--- src/bbpg_pkg.sv ---
// Shared types and constants for the beeper burst pattern generator.
package bbpg_pkg;

  // Widths of the item fields
  localparam int unsigned WIDTH_BITS = 8;
  localparam int unsigned COUNT_BITS = 8;
  localparam int unsigned REQ_BITS   = 2;

  // Request codes carried by req_type; the fourth code means nothing
  typedef enum logic [REQ_BITS-1:0] {
    REQ_TICK  = 2'd0,
    REQ_START = 2'd1,
    REQ_STOP  = 2'd2
  } req_code_t;

  // Command waiting for the next tick
  typedef enum logic [1:0] {
    PEND_NONE  = 2'd0,
    PEND_START = 2'd1,
    PEND_STOP  = 2'd2
  } pend_t;

  // One input item
  typedef struct packed {
    logic [REQ_BITS-1:0]   req_type;
    logic [WIDTH_BITS-1:0] beep_width;
    logic [COUNT_BITS-1:0] beep_count;
  } req_t;

  // One result item
  typedef struct packed {
    logic amp_enable;
    logic tone_on;
    logic busy_res;
  } res_t;

endpackage

--- src/bbpg_if.sv ---
// Handshake interfaces for the request and result channels.
interface bbpg_req_if;
  logic                                valid;
  logic                                ready;
  logic [bbpg_pkg::REQ_BITS-1:0]       req_type;
  logic [bbpg_pkg::WIDTH_BITS-1:0]     beep_width;
  logic [bbpg_pkg::COUNT_BITS-1:0]     beep_count;

  modport source (output valid, output req_type, output beep_width, output beep_count,
                  input ready);
  modport sink   (input valid, input req_type, input beep_width, input beep_count,
                  output ready);
endinterface

interface bbpg_res_if;
  logic valid;
  logic ready;
  logic amp_enable;
  logic tone_on;
  logic busy_res;

  modport source (output valid, output amp_enable, output tone_on, output busy_res,
                  input ready);
  modport sink   (input valid, input amp_enable, input tone_on, input busy_res,
                  output ready);
endinterface

--- src/bbpg_seq.sv ---
// Tone sequencer state and its single-step update for one item.
module bbpg_seq #(
  parameter int unsigned COUNTER_BITS = 8
) (
  input  logic            clk,
  input  logic            rst,
  input  logic            step,
  input  bbpg_pkg::req_t  item,
  output bbpg_pkg::res_t  result
);

  localparam logic [COUNTER_BITS-1:0] CNT_ONE  = {{(COUNTER_BITS-1){1'b0}}, 1'b1};
  localparam logic [COUNTER_BITS-1:0] CNT_ZERO = '0;

  bbpg_pkg::pend_t         pending_cmd, pending_cmd_next;
  logic                    active, active_next;
  logic [COUNTER_BITS-1:0] period_ticks, period_ticks_next;
  logic [COUNTER_BITS-1:0] bursts_left, bursts_left_next;
  logic [COUNTER_BITS-1:0] tick_down, tick_down_next;
  logic                    phase, phase_next;
  logic                    amp_on, amp_on_next;
  logic                    sounding, sounding_next;

  // Widen the fields to 16 bits, then cut to the counter width (wraps when narrower)
  logic [15:0] count_ext;
  logic [15:0] width_dbl;
  assign count_ext = {8'd0, item.beep_count};
  assign width_dbl = {7'd0, item.beep_width, 1'b0};

  // Next state for the item in the input register
  always_comb begin
    pending_cmd_next  = pending_cmd;
    active_next       = active;
    period_ticks_next = period_ticks;
    bursts_left_next  = bursts_left;
    tick_down_next    = tick_down;
    phase_next        = phase;
    amp_on_next       = amp_on;
    sounding_next     = sounding;

    case (item.req_type)
      bbpg_pkg::REQ_START: begin
        bursts_left_next  = count_ext[COUNTER_BITS-1:0];
        period_ticks_next = width_dbl[COUNTER_BITS-1:0];
        pending_cmd_next  = bbpg_pkg::PEND_START;
      end
      bbpg_pkg::REQ_STOP: begin
        pending_cmd_next = bbpg_pkg::PEND_STOP;
      end
      bbpg_pkg::REQ_TICK: begin
        // Apply the waiting command first
        if (pending_cmd == bbpg_pkg::PEND_START) begin
          amp_on_next    = 1'b1;
          phase_next     = 1'b0;
          active_next    = 1'b1;
          tick_down_next = CNT_ONE;
        end else if (pending_cmd == bbpg_pkg::PEND_STOP) begin
          amp_on_next    = 1'b0;
          active_next    = 1'b0;
          tick_down_next = CNT_ONE;
        end
        pending_cmd_next = bbpg_pkg::PEND_NONE;

        // Advance the tone
        if (!active_next) begin
          // Silence the tone once after a sequence ends
          if (tick_down_next != CNT_ZERO) begin
            sounding_next  = 1'b0;
            tick_down_next = CNT_ZERO;
          end
        end else if (period_ticks != CNT_ZERO) begin
          // Burst mode: toggle every period, count a burst when the tone drops
          if (|tick_down_next[COUNTER_BITS-1:1]) begin
            tick_down_next = tick_down_next - CNT_ONE;
          end else if (bursts_left != CNT_ZERO) begin
            tick_down_next = period_ticks;
            phase_next     = ~phase_next;
            sounding_next  = phase_next;
            if (!phase_next) begin
              bursts_left_next = bursts_left - CNT_ONE;
            end
          end else begin
            sounding_next  = 1'b0;
            active_next    = 1'b0;
            tick_down_next = CNT_ZERO;
          end
        end else if (bursts_left != CNT_ZERO) begin
          // Single tone lasting the count
          if (!phase_next) begin
            tick_down_next = bursts_left;
            phase_next     = 1'b1;
            sounding_next  = 1'b1;
          end else if (|tick_down_next[COUNTER_BITS-1:1]) begin
            tick_down_next = tick_down_next - CNT_ONE;
          end else begin
            sounding_next  = 1'b0;
            active_next    = 1'b0;
            tick_down_next = CNT_ZERO;
          end
        end else if (!phase_next) begin
          // Continuous tone
          phase_next    = 1'b1;
          sounding_next = 1'b1;
        end
      end
      default: begin
        // Unused request code: hold everything
      end
    endcase
  end

  // Hold the state; it also serves as the result register
  always_ff @(posedge clk) begin
    if (rst) begin
      pending_cmd  <= bbpg_pkg::PEND_NONE;
      active       <= 1'b0;
      period_ticks <= '0;
      bursts_left  <= '0;
      tick_down    <= '0;
      phase        <= 1'b0;
      amp_on       <= 1'b0;
      sounding     <= 1'b0;
    end else if (step) begin
      pending_cmd  <= pending_cmd_next;
      active       <= active_next;
      period_ticks <= period_ticks_next;
      bursts_left  <= bursts_left_next;
      tick_down    <= tick_down_next;
      phase        <= phase_next;
      amp_on       <= amp_on_next;
      sounding     <= sounding_next;
    end
  end

  assign result.amp_enable = amp_on;
  assign result.tone_on    = sounding;
  assign result.busy_res   = active;

endmodule

--- src/beeper_burst_pattern_generator.sv ---
// Top level of the beeper burst pattern generator.
// Each request item (a tick, a start command or a stop command) yields exactly one result
// item with the amplifier enable, tone and busy flags after that item. The block takes one
// item per clock cycle while its results are taken: an item is held in an input register,
// updated through the sequencer logic, and its result sits in the sequencer state itself,
// which serves as the result register, so a result is presented once its item has passed
// the input register and then the sequencer state. A result that waits to be taken
// stalls the sequencer, while the input register still takes one more item. COUNTER_BITS
// sets the width of the period and burst counters; the doubled width and the count wrap
// to it.
module beeper_burst_pattern_generator #(
  parameter int unsigned COUNTER_BITS = 8
) (
  input  logic       clk,
  input  logic       rst,
  bbpg_req_if.sink   req,
  bbpg_res_if.source res
);

  logic           in_valid;
  bbpg_pkg::req_t in_item;
  logic           out_valid;
  logic           step;
  bbpg_pkg::res_t seq_res;

  // Update the sequencer when an item waits and the result slot is free or being taken
  assign step      = in_valid && (!out_valid || res.ready);
  assign req.ready = !in_valid || step;

  // Input register
  always_ff @(posedge clk) begin
    if (rst) begin
      in_valid <= 1'b0;
    end else if (req.valid && req.ready) begin
      in_valid <= 1'b1;
    end else if (step) begin
      in_valid <= 1'b0;
    end
  end

  always_ff @(posedge clk) begin
    if (req.valid && req.ready) begin
      in_item.req_type   <= req.req_type;
      in_item.beep_width <= req.beep_width;
      in_item.beep_count <= req.beep_count;
    end
  end

  // Result valid flag
  always_ff @(posedge clk) begin
    if (rst) begin
      out_valid <= 1'b0;
    end else if (step) begin
      out_valid <= 1'b1;
    end else if (res.ready) begin
      out_valid <= 1'b0;
    end
  end

  bbpg_seq #(
    .COUNTER_BITS (COUNTER_BITS)
  ) u_seq (
    .clk    (clk),
    .rst    (rst),
    .step   (step),
    .item   (in_item),
    .result (seq_res)
  );

  assign res.valid      = out_valid;
  assign res.amp_enable = seq_res.amp_enable;
  assign res.tone_on    = seq_res.tone_on;
  assign res.busy_res   = seq_res.busy_res;

endmodule
--- src/flat_wrapper.sv ---
// flat-port wrapper written by rule: the top's interface ports become plain ports
module beeper_burst_pattern_generator_flat 
#(
  parameter int unsigned COUNTER_BITS = 8
)
  (clk, rst, req_valid, req_req_type, req_beep_width, req_beep_count, req_ready, res_valid, res_amp_enable, res_tone_on, res_busy_res, res_ready);
  bbpg_req_if req_i ();
  bbpg_res_if res_i ();
  input  logic clk;
  input  logic rst;
  input wire logic [$bits(req_i.valid)-1:0] req_valid;
  input wire logic [$bits(req_i.req_type)-1:0] req_req_type;
  input wire logic [$bits(req_i.beep_width)-1:0] req_beep_width;
  input wire logic [$bits(req_i.beep_count)-1:0] req_beep_count;
  output wire logic [$bits(req_i.ready)-1:0] req_ready;
  output wire logic [$bits(res_i.valid)-1:0] res_valid;
  output wire logic [$bits(res_i.amp_enable)-1:0] res_amp_enable;
  output wire logic [$bits(res_i.tone_on)-1:0] res_tone_on;
  output wire logic [$bits(res_i.busy_res)-1:0] res_busy_res;
  input wire logic [$bits(res_i.ready)-1:0] res_ready;
  assign req_i.valid = req_valid;
  assign req_i.req_type = req_req_type;
  assign req_i.beep_width = req_beep_width;
  assign req_i.beep_count = req_beep_count;
  assign req_ready = req_i.ready;
  assign res_valid = res_i.valid;
  assign res_amp_enable = res_i.amp_enable;
  assign res_tone_on = res_i.tone_on;
  assign res_busy_res = res_i.busy_res;
  assign res_i.ready = res_ready;
  beeper_burst_pattern_generator #(.COUNTER_BITS(COUNTER_BITS)) u_core (.clk(clk), .rst(rst), .req(req_i), .res(res_i));
endmodule
--- config.mk ---
export PLATFORM = sky130hd
export DESIGN_NAME = beeper_burst_pattern_generator_flat
export DESIGN_NICKNAME = d
export VERILOG_FILES = /design/src/bbpg_pkg.sv /design/src/bbpg_if.sv /design/src/bbpg_seq.sv /design/src/beeper_burst_pattern_generator.sv /design/src/flat_wrapper.sv
export SDC_FILE = /design/constraint.sdc
export NUM_CORES = 1
export LEC_CHECK = 0
export ABC_CLOCK_PERIOD_IN_PS = 2400
export BUFFER_PORTS_ARGS = -buffer_cell sky130_fd_sc_hd__buf_2
export CAP_MARGIN = 40
export CORE_UTILIZATION = 40
export CTS_BUF_LIST = sky130_fd_sc_hd__clkbuf_4 sky130_fd_sc_hd__clkbuf_8
export DETAILED_ROUTE_END_ITERATION = 16
export HOLD_SLACK_MARGIN = 0.06
export SLEW_MARGIN = 40
export SYNTH_ARGS = -nofsm -noshare
export SYNTH_HDL_FRONTEND = slang
export SYNTH_SLANG_ARGS = --single-unit
--- constraint.sdc ---
create_clock -name clk -period 2.4 [get_ports clk]
set_input_delay 0.12 -clock clk [delete_from_list [all_inputs] [get_ports clk]]
set_output_delay 0.12 -clock clk [all_outputs]
set_load 0.01 [all_outputs]
==> metrics.txt, run 1 <==
outcome=completed; leakage power=1.18 nW; Max Freq=around 0.45 GHz; crit path launch type=flip-flop; worst min path class=input pin to flip-flop; # diodes=0; pwr/cell area=~530 mW/mm^2; Worst Path Class, Setup=flip-flop to flip-flop; TritonCTS buffer count=5; drt initial violations=between 200 and 250; Critical R2R Launch=u_core.u_seq.pending_cmd[1]; flops & latches, synth=48; layout cells sized above 1=0.195; Initial Util=0.414; latest clock arrival within the worst-skew pair=310 ps; Final Net Count=about 370; Hold Path Sink=u_core.res.valid; count of different cell masters after synthesis=a little over 60; worst slack at placement=83.8 ps; Seq pwr share=0.538; antenna violations before repair=0; worst hold stages=4; fin crit period=around 2200 ps; post-synthesis instance total=slightly below 300; Reg2Reg Setup Slack=190 ps; hold slack=approximately 130 ps; Port Buf Inserts=25; Core ar.=0.00631 sq mm; Die ar.=about 0.0069 sq mm; max-slew violation count=0; vias in the first global route=~2,200; Area contributors post-synth=dfxtp_1 24%, edfxtp_1 20%, a21oi_1 4.8%; I/O pin count=27; Worst Path Required=roughly 2600 ps; Final Skew=approximately 13 ps; HPWL after DPL=4620 microns; DRT Pass-1 Iters=5; sequential element share of the synthesized area=0.433; Slew headroom=0.518; Switch Pwr=around 0.47 mW; wire length per cell=16.0 microns; Worst Hold Launch=res_ready; Post-synth EDFFs=17; Final Wtd Congestion=around 0.88; setup violators final=0; max-cap violations=0; Max Root-Sink Buffers=2; CTS sink cnt=48; internal power=around 1.2 mW; Die W=just over 80 microns; Peak VDD IR=about 300 uV; Final period util=0.922; htree depth=2; num rows=29; clk slew on worst S/H paths=100 ps; CTS tree=done; Overflow after GRT=0; DRC Markers=0; Setup WS post-layout=186 ps; vias per cell=approximately 5.8; pin count of the biggest net entering global routing=31; Sw Ratio=0.281; die height=82.8 microns; async set-reset flop share out of synthesis=0; combinational share of power=0.163; DRT antenna net count=0; via count=2,422; Main synth FF type=dfxtp_1; critical path arrival=approximately 2400 ps; fillers=625; Slew @ Worst Pin=between 700 and 800 ps; Root Buffer=clkbuf_8; WL final=between 6000 and 7000 microns; Total GRT Usage=0.211; area share of the largest cell type after synthesis=0.238; Clock power frac=0.299; crit end category=flip-flop; crit path max fanout=7; worst r2r dst=u_core.u_seq.tick_down[1]; Avg Inst Size Synth=around 9 sq um; Synth Warn #=0; Mapped Nets=317; global-route wire length before repair=10,700 microns; Hold Fails Final Rpt=0; post-synth top area cell=dfxtp_1; Syn-to-layout area delta=20.0%; FF-to-FF path depth=8; synthesized cell area=between 0.002 and 0.003 sq mm
[synthesized netlist by cell type (all sizes together) (2+ instances only)]
cell,number
or4,4
o21ai,20
a21oi,26
or2,3
or3,2
and2,2
ha,6
mux2i,8
nor3,8
a311o,2
xnor2,3
a21o,2
o31ai,2
dfxtp,31
a311oi,4
a211oi,3
a21boi,2
a31oi,4
o211ai,6
buf,5
nor4,8
nand2b,5
and3,8
o221ai,2
nand2,19
nor3b,4
o32ai,2
nand3,9
edfxtp,17
a31o,2
and4b,2
inv,9
nor2,34
clkbuf,10
[stage by stage]
step           setup TNS, ps  power (mW)   util  cell area [sq um]  instances
2_1_floorplan              0        1.07      -               2610        289
3_3_place_gp               0        1.15  0.452               2850        389
3_5_place_dp               0        1.15  0.452               2850        389
4_1_cts                    0        1.67  0.494               3120        415
5_1_grt                -9.46        1.74  0.496               3130        415
6_report                   0        1.66  0.496               3130        415
[per-layer routing]
metal | global-route usage | vias up | wire length [microns]
met2 | 0.330 | 92 | 3100
met5 | 0 | - | 0
met3 | 0.0339 | 13 | 376
met4 | 0.0724 | 0 | 115
met1 | 0.293 | 1131 | 3060
li1 | - | 1186 | -
[worst max-delay path, stage by stage, from the launching register on]
cell and delay (ps):
dfxtp_1 360, inv_1 50, ha_2 220, or2_2 350, nor2_1 170, ha_2 300, o311ai_0 320, nand3_1 130
a311oi_1 230
[area by class of cell]
type	count	area, sq um	share of cell area
multi-input cells	216	1380	0.440
flip-flops and latches	48	1130	0.361
repair buffers	56	403	0.129
well taps	77	96.3	0.0307
clock buffers	5	68.8	0.0220
inverters	10	37.5	0.0120
clock inverters	3	17.5	0.00559
[cell usage in the layout (no fill, tap or decap), types with 6 or more instances in the layout]
cell type,count
nor2_1,32
dfxtp_1,31
a21oi_1,25
buf_2,25
o21ai_0,20
nand2_1,18
dlygate4sd3_1,18
edfxtp_1,17
buf_4,13
inv_1,9
nand3_1,8
nor3_1,8
and3_1,8
mux2i_1,8
nor4_1,6
o211ai_1,6
[worst max-delay path by stage]
stage,from,to,slack (ps),depth (start not counted)
floorplan,u_core.u_seq.pending_cmd[1],u_core.u_seq.tick_down[4],200,10
global placement,u_core.u_seq.pending_cmd[1],u_core.u_seq.tick_down[4],130,10
detailed placement,u_core.u_seq.pending_cmd[1],u_core.u_seq.tick_down[4],80,10
CTS,u_core.u_seq.pending_cmd[1],u_core.u_seq.tick_down[4],70,10
global route,u_core.u_seq.pending_cmd[1],u_core.u_seq.tick_down[6],-9,10
finish,u_core.u_seq.pending_cmd[1],u_core.u_seq.tick_down[1],190,8
[flip-flops by register name, summed over array words and instances, names as in the netlist]
name and cells:
u_core.in_item 17, u_core.u_seq.amp_on 1, u_core.u_seq.tick_down 8, u_core.in_valid 1
u_core.u_seq.pending_cmd 2, u_core.u_seq.active 1, u_core.u_seq.period_ticks 7, u_core.res.valid 1
u_core.u_seq.phase 1, u_core.u_seq.bursts_left 8, u_core.u_seq.sounding 1
[cell families after synthesis]
logic type	count (synthesis)	share of synthesized area
AND/OR/NAND/NOR	112	0.237
AO/OA/AOI/OAI	87	0.217
flip-flops	48	0.433
buffers and inverters	25	0.0441
multiplexers	8	0.0307
adder cells (fa/ha/maj)	6	0.0287
XOR/XNOR	3	0.0101
[power groups by stage]
stage	Clock [mW]	Sequential [mW]	Combinational [mW]
3_5_place_dp	0	0.912	0.241
6_report	0.496	0.893	0.271
3_3_place_gp	0	0.911	0.238
4_1_cts	0.511	0.893	0.263
2_1_floorplan	0	0.906	0.163
5_1_grt	0.541	0.897	0.299
[repair_timing]
action,4_1_cts,5_1_grt
hold buffers,18,0
gates resized for setup,0,5
endpoints found under the hold margin,18,0
endpoints found under the setup margin,0,3
buffers inserted,0,0
No activity file was read; power rests on OpenSTA's default activity.
==> inputs of run 2 (changes only) <==
--- a/config.mk
+++ b/config.mk
@@ -12,7 +12,9 @@
 export CTS_BUF_LIST = sky130_fd_sc_hd__clkbuf_4 sky130_fd_sc_hd__clkbuf_8
 export DETAILED_ROUTE_END_ITERATION = 16
 export HOLD_SLACK_MARGIN = 0.06
+export SETUP_SLACK_MARGIN = 0.1
 export SLEW_MARGIN = 40
 export SYNTH_ARGS = -nofsm -noshare
 export SYNTH_HDL_FRONTEND = slang
+export SYNTH_HIERARCHICAL = 1
 export SYNTH_SLANG_ARGS = --single-unit
==> run 2 against run 1 <==
Combinational power grew 22%; flip-flop and latch count is the same; largest power group unchanged; hold slack lost 9.5 ps; register-to-register slack gained 30 ps; sequential share of layout area shrank 1.7 points; global-route usage shrank 0.79 points; first-iteration DRC count shrank 17%; clock-buffer cell count is the same; via count grew 5.3%; critical path depth shrank 1; largest cell class unchanged.
==> metrics.txt, run 2 <==
Overflow after GRT=0 (unchanged); Peak VDD IR=343 uV (+15%); Worst Path Class, Setup=flip-flop to flip-flop; Slew headroom=0.494 (-0.0245); Avg Inst Size Synth=9.21 sq um (+1.9%); Initial Util=0.425 (+0.0109); HPWL after DPL=5070 microns (+9.7%); pin count of the biggest net entering global routing=22 (-29%); htree depth=2 (unchanged); Total GRT Usage=0.203 (-0.00788); Final Skew=8.98 ps (-4.49 ps); Final Net Count=374 (+2.5%); postcts setup bufs=0 (unchanged); CTS tree=done; Slew @ Worst Pin=756 ps (+33.4 ps); Root Buffer=clkbuf_8; latest clock arrival within the worst-skew pair=310 ps (about the same); outcome=completed; global-route wire length before repair=11,700 microns (+9.4%); max-cap violations=0 (unchanged); Core ar.=0.00653 sq mm (+3.4%); Final period util=0.908 (-0.0140); multi-input logic area=0.00150 sq mm (+8.5%); post-synthesis instance total=301 (+4.2%); RSZ-0062 raised after global routing=true; FF+latch area=0.00113 sq mm (unchanged); num rows=29 (unchanged); max-slew violation count=0 (unchanged); crit end category=flip-flop; Die W=85.3 microns (+3.0%); post-route insts no fill=424 (+2.2%); DRT Pass-1 Iters=5 (unchanged); Worst Path Required=2630 ps (about the same); worst min path class=input pin to flip-flop; # diodes=0 (unchanged); Die ar.=0.00727 sq mm (+6.0%); antenna violations before repair=0 (unchanged); WL final=7160 microns (+7.7%); clk slew on worst S/H paths=100 ps (about the same); TritonCTS buffer count=5 (unchanged); Synth Warn #=6 (+6); critical path arrival=2410 ps (-20 ps); largest reg by FF count=u_core/in_item; Max Root-Sink Buffers=2 (unchanged); Syn-to-layout area delta=18.8%; pwr/cell area=553 mW/mm^2 (+4.4%); Hold Fails Final Rpt=0 (unchanged); Mapped Nets=329 (+3.8%); synthesized cell area=0.00277 sq mm (+6.2%); Final Wtd Congestion=0.883 (+0.82%); via count=2,550 (+5.3%); max FFs per register=17 (unchanged); crit path max fanout=8 (+1); Port Buf Inserts=25 (unchanged); vias in the first global route=2,349 (+6.4%); leakage power=1.24 nW (+5.1%); most frequent cells in the layout=32 x nor2_1, 31 x dfxtp_1, 30 x a21oi_1, 25 x buf_2, 22 x nand2_1; setup violators final=0 (unchanged); die height=85.3 microns (+3.0%); I/O pin count=27 (unchanged); crit path launch type=flip-flop; CTS sink cnt=48 (unchanged); Max Freq=0.459 GHz (+1.5%); commonest non-fill, non-tap cell in the layout=nor2_1; setup TNS=0 ps (unchanged); placed cells=398 (+2.3%); fin crit period=2180 ps (-33.5 ps); DRC Markers=0 (unchanged); DRT antenna net count=0 (unchanged); drt initial violations=203 (-17%); layout cells sized above 1=0.207 (+0.0122); biggest registers after layout=u_core/in_item x17, u_core/u_seq/bursts_left x8, u_core/u_seq/tick_down x8; vias per cell=6.01 (+3.1%); fillers=628 (+0.48%); wire length per cell=16.9 microns (+5.4%)
run 2: power by group:
part	internal, mW	switching (mW)
registers	0.874	0.0244
clock network	0.309	0.284
logic	0.140	0.190
total	1.32	0.498
run 2: critical path, cell delays in order (launching register included):
cell and delay (ps):
dfxtp_1 370, inv_1 50, ha_1 270, or2_4 320, nor2_1 110, ha_1 240, or4_1 530, a311oi_1 210
run 2: per-stage QoR:
step | worst slack (ps) | hold WS, ps | util | total power [mW] | cell area, sq um
finish | 220 | 116 | 0.504 | 1.82 | 3290
global route | 75.0 | 115 | 0.504 | 1.90 | 3290
CTS | 128 | 113 | 0.503 | 1.83 | 3280
detailed placement | 151 | 298 | 0.458 | 1.21 | 2990
global placement | 193 | 296 | 0.458 | 1.21 | 2990
floorplan | 307 | 182 | - | 1.12 | 2770
run 2: per-layer routing:
layer,GRT usage,part of all wire,vias up
met1,0.277,0.46,1193
met4,0.0894,0.030,0
met3,0.0331,0.053,24
li1,-,-,1215
met2,0.318,0.46,118
met5,0,0,-
run 2: final cells by class:
| class | count | share of cell area |
|---|---|---|
| inverter | 10 | 0.0118 |
| sequential | 48 | 0.343 |
| timing repair buffer | 58 | 0.127 |
| clock inverter | 3 | 0.0129 |
| clock buffer | 5 | 0.0209 |
| multi-input combinational | 223 | 0.455 |
| tap | 77 | 0.0293 |
run 2: worst paths after layout:
kind                            depth (start not counted)                            to                        start  slack [ps]
worst max-delay path                                    7     u_core/u_seq/tick_down[1]  u_core/u_seq/pending_cmd[1]         220
worst min-delay path                                    3               u_core/in_valid                    res_ready         120
worst max register to register                          7     u_core/u_seq/tick_down[1]  u_core/u_seq/pending_cmd[1]         220
worst min register to register                          2  u_core/u_seq/period_ticks[2]            u_core/in_item[9]         490
run 2: timing repair:
action,CTS,global route
hold buffers,18,0
hold endpoints to repair,18,0
setup endpoints to repair,0,5
gates resized for setup,0,4
==> inputs of run 3 (changes only) <==
--- a/config.mk
+++ b/config.mk
@@ -12,6 +12,7 @@
 export CTS_BUF_LIST = sky130_fd_sc_hd__clkbuf_4 sky130_fd_sc_hd__clkbuf_8
 export DETAILED_ROUTE_END_ITERATION = 16
 export HOLD_SLACK_MARGIN = 0.06
+export RECOVER_POWER = 50
 export SETUP_SLACK_MARGIN = 0.1
 export SLEW_MARGIN = 40
 export SYNTH_ARGS = -nofsm -noshare
==> run 3 against run 2 <==
Utilization shrank 0.25 points; via count shrank 0.24%; worst setup slack is essentially flat; cell area shrank 0.49%; wire length is essentially flat.
==> metrics.txt, run 3 (synthesis gave the netlist of run 2 again) <==
max FFs per register=17 (unchanged); max-cap violations=0 (unchanged); die height=85.3 microns (unchanged); multi-input logic area=0.00149 sq mm (-0.75%); Slew @ Worst Pin=1160 ps (+408 ps); post-route insts no fill=424 (unchanged); Die ar.=0.00727 sq mm (unchanged); hold slack=122 ps (+5.34 ps); Switch Pwr=0.495 mW (-0.67%); FF+latch area=0.00113 sq mm (unchanged); Die W=85.3 microns (unchanged); setup violators final=0 (unchanged); placed cells=398 (unchanged); HPWL after DPL=5070 microns (unchanged); Max Freq=0.459 GHz (about the same); Port Buf Inserts=25 (unchanged); CP Cell Sequence=inv_1 > ha_1 > or2_4 > a21oi_2 > o211ai_1 > a311oi_1 > a41o_1; antenna violations before repair=0 (unchanged); num rows=29 (unchanged); vias per cell=6.00 (-0.24%); crit end category=flip-flop; internal power=1.32 mW (-0.10%); Core ar.=0.00653 sq mm (unchanged); layout cells sized above 1=0.193 (-0.0144); pwr/cell area=554 mW/mm^2 (+0.24%); combinational share of power=0.181 (about the same); CTS sink cnt=48 (unchanged); TritonCTS buffer count=5 (unchanged); Slowest cell on crit path=a21oi_2; Sw Ratio=0.273 (-0.00114); Hold Path Sink=u_core/in_valid; Crit path largest cell delay=430 ps (-100 ps); max-slew violation count=0 (unchanged); RSZ-0062 raised after global routing=true; Final Cell Area=0.00328 sq mm (-0.49%); DRT Pass-1 Iters=6 (+1); Worst Path Required=2650 ps (+20 ps); Initial Util=0.425 (unchanged); pin count of the biggest net entering global routing=22 (unchanged); Slew headroom=0.224 (-0.270); worst min path class=input pin to flip-flop; # diodes=0 (unchanged); latest clock arrival within the worst-skew pair=300 ps (about the same); I/O pin count=27 (unchanged); critical path arrival=2430 ps (+20 ps); Pwr Total=1.82 mW (-0.26%); crit path launch type=flip-flop; Root Buffer=clkbuf_8; setup TNS=0 ps (unchanged); delay-heaviest family, CP=compound AO/OA/AOI/OAI gates; most frequent cells in the layout=32 x nor2_1, 31 x dfxtp_1, 30 x a21oi_1, 22 x nand2_1, 21 x buf_2; Reg2Reg Setup Slack=220 ps (about the same); biggest registers after layout=u_core/in_item x17, u_core/u_seq/bursts_left x8, u_core/u_seq/tick_down x8; Critical R2R Launch=u_core/u_seq/pending_cmd[1]; Peak VDD IR=342 uV (-0.19%); clk slew on worst S/H paths=90 ps (about the same); Worst Path Class, Setup=flip-flop to flip-flop; Hold Fails Final Rpt=0 (unchanged); Final period util=0.908 (about the same); Worst Hold Launch=res_ready; leakage power=1.21 nW (-3.1%); Final Skew=9.74 ps (+0.752 ps); crit path max fanout=9 (+1); Syn-to-layout area delta=18.2%; Overflow after GRT=0 (unchanged); CP Buf/Inv Count=1 (unchanged); CTS tree=done; Final Net Count=374 (unchanged); fin crit period=2180 ps (-0.454 ps); worst r2r dst=u_core/u_seq/sounding; commonest non-fill, non-tap cell in the layout=nor2_1; htree depth=2 (unchanged); wire length per cell=16.9 microns (about the same); worst hold stages=3 (unchanged); largest reg by FF count=u_core/in_item; outcome=completed; drt initial violations=193 (-4.9%); Max Root-Sink Buffers=2 (unchanged); global-route wire length before repair=11,700 microns (unchanged); fillers=632 (+0.64%); postcts setup bufs=0 (unchanged); Clock power frac=0.325 (about the same); vias in the first global route=2,349 (unchanged); Seq pwr share=0.495 (+0.002); WL final=7170 microns (about the same); Placement Cell Area=0.00299 sq mm (unchanged); Total GRT Usage=0.203 (unchanged); via count=2,544 (-0.24%); DRT antenna net count=0 (unchanged); DRC Markers=0 (unchanged); Final Wtd Congestion=0.883 (unchanged); FF-to-FF path depth=7 (unchanged)
==> run 3: cell types whose count changed in the layout (fill, tap and decap cells not counted) <==
cell | before | now
and2_4 | 1 | 0
nand3b_2 | 0 | 1
nand3b_4 | 1 | 0
buf_2 | 25 | 21
clkbuf_1 | 0 | 4
and2_0 | 0 | 1
==> run 3: area by class of cell <==
type	count	share of cell area
tap	77	0.0294
multi-input combinational	223	0.454
sequential	48	0.345
inverter	10	0.0118
clock buffer	5	0.0210
timing repair buffer	58	0.126
clock inverter	3	0.0130
==> run 3: routing by layer <==
layer  share of wire  up-vias  global-route usage
met5               0        -                   0
met1            0.46     1189               0.277
met3           0.055       22              0.0331
met2            0.45      117               0.318
met4           0.028        0              0.0894
li1                -     1216                   -
==> run 3: repair_timing <==
item,in CTS,in global routing
hold endpoints to repair,18,0
endpoints found under the setup margin,0,5
resized for setup,0,4
hold buffers,18,0
==> run 3: worst max path at each step <==
| stage | from | end | cells past startpoint |
|---|---|---|---|
| floorplan | u_core/u_seq/pending_cmd[1] | u_core/u_seq/tick_down[1] | 8 |
| global placement | u_core/u_seq/pending_cmd[1] | u_core/u_seq/tick_down[1] | 7 |
| detailed placement | u_core/u_seq/pending_cmd[1] | u_core/u_seq/tick_down[1] | 7 |
| CTS | u_core/u_seq/pending_cmd[1] | u_core/u_seq/tick_down[1] | 7 |
| global route | u_core/u_seq/pending_cmd[1] | u_core/u_seq/tick_down[1] | 7 |
| finish | u_core/u_seq/pending_cmd[1] | u_core/u_seq/sounding | 7 |
==> run 3: stage by stage <==
step	worst slack [ps]	utilization
final	220	0.502
after global routing	75.0	0.502
after CTS	128	0.503
after detailed placement	151	0.458
after global placement	193	0.458
after floorplan	307	-
==> run 3: worst register-to-register path, delay by kind of cell (launching register included) <==
| family | cells | cell delay (ps) |
|---|---|---|
| buffers and inverters | 1 | 50 |
| AND/OR/NAND/NOR | 1 | 320 |
| flip-flops | 1 | 370 |
| adder cells (fa/ha/maj) | 1 | 270 |
| AO/OA/AOI/OAI | 4 | 1120 |
==> run 3: power by group through the flow <==
stage          Sequential [mW]  Clock [mW]  Combinational [mW]
2_1_floorplan            0.907           0               0.214
3_3_place_gp             0.916           0               0.295
3_5_place_dp             0.917           0               0.295
4_1_cts                  0.898       0.612               0.319
5_1_grt                  0.903       0.639               0.352
6_report                 0.898       0.589               0.328
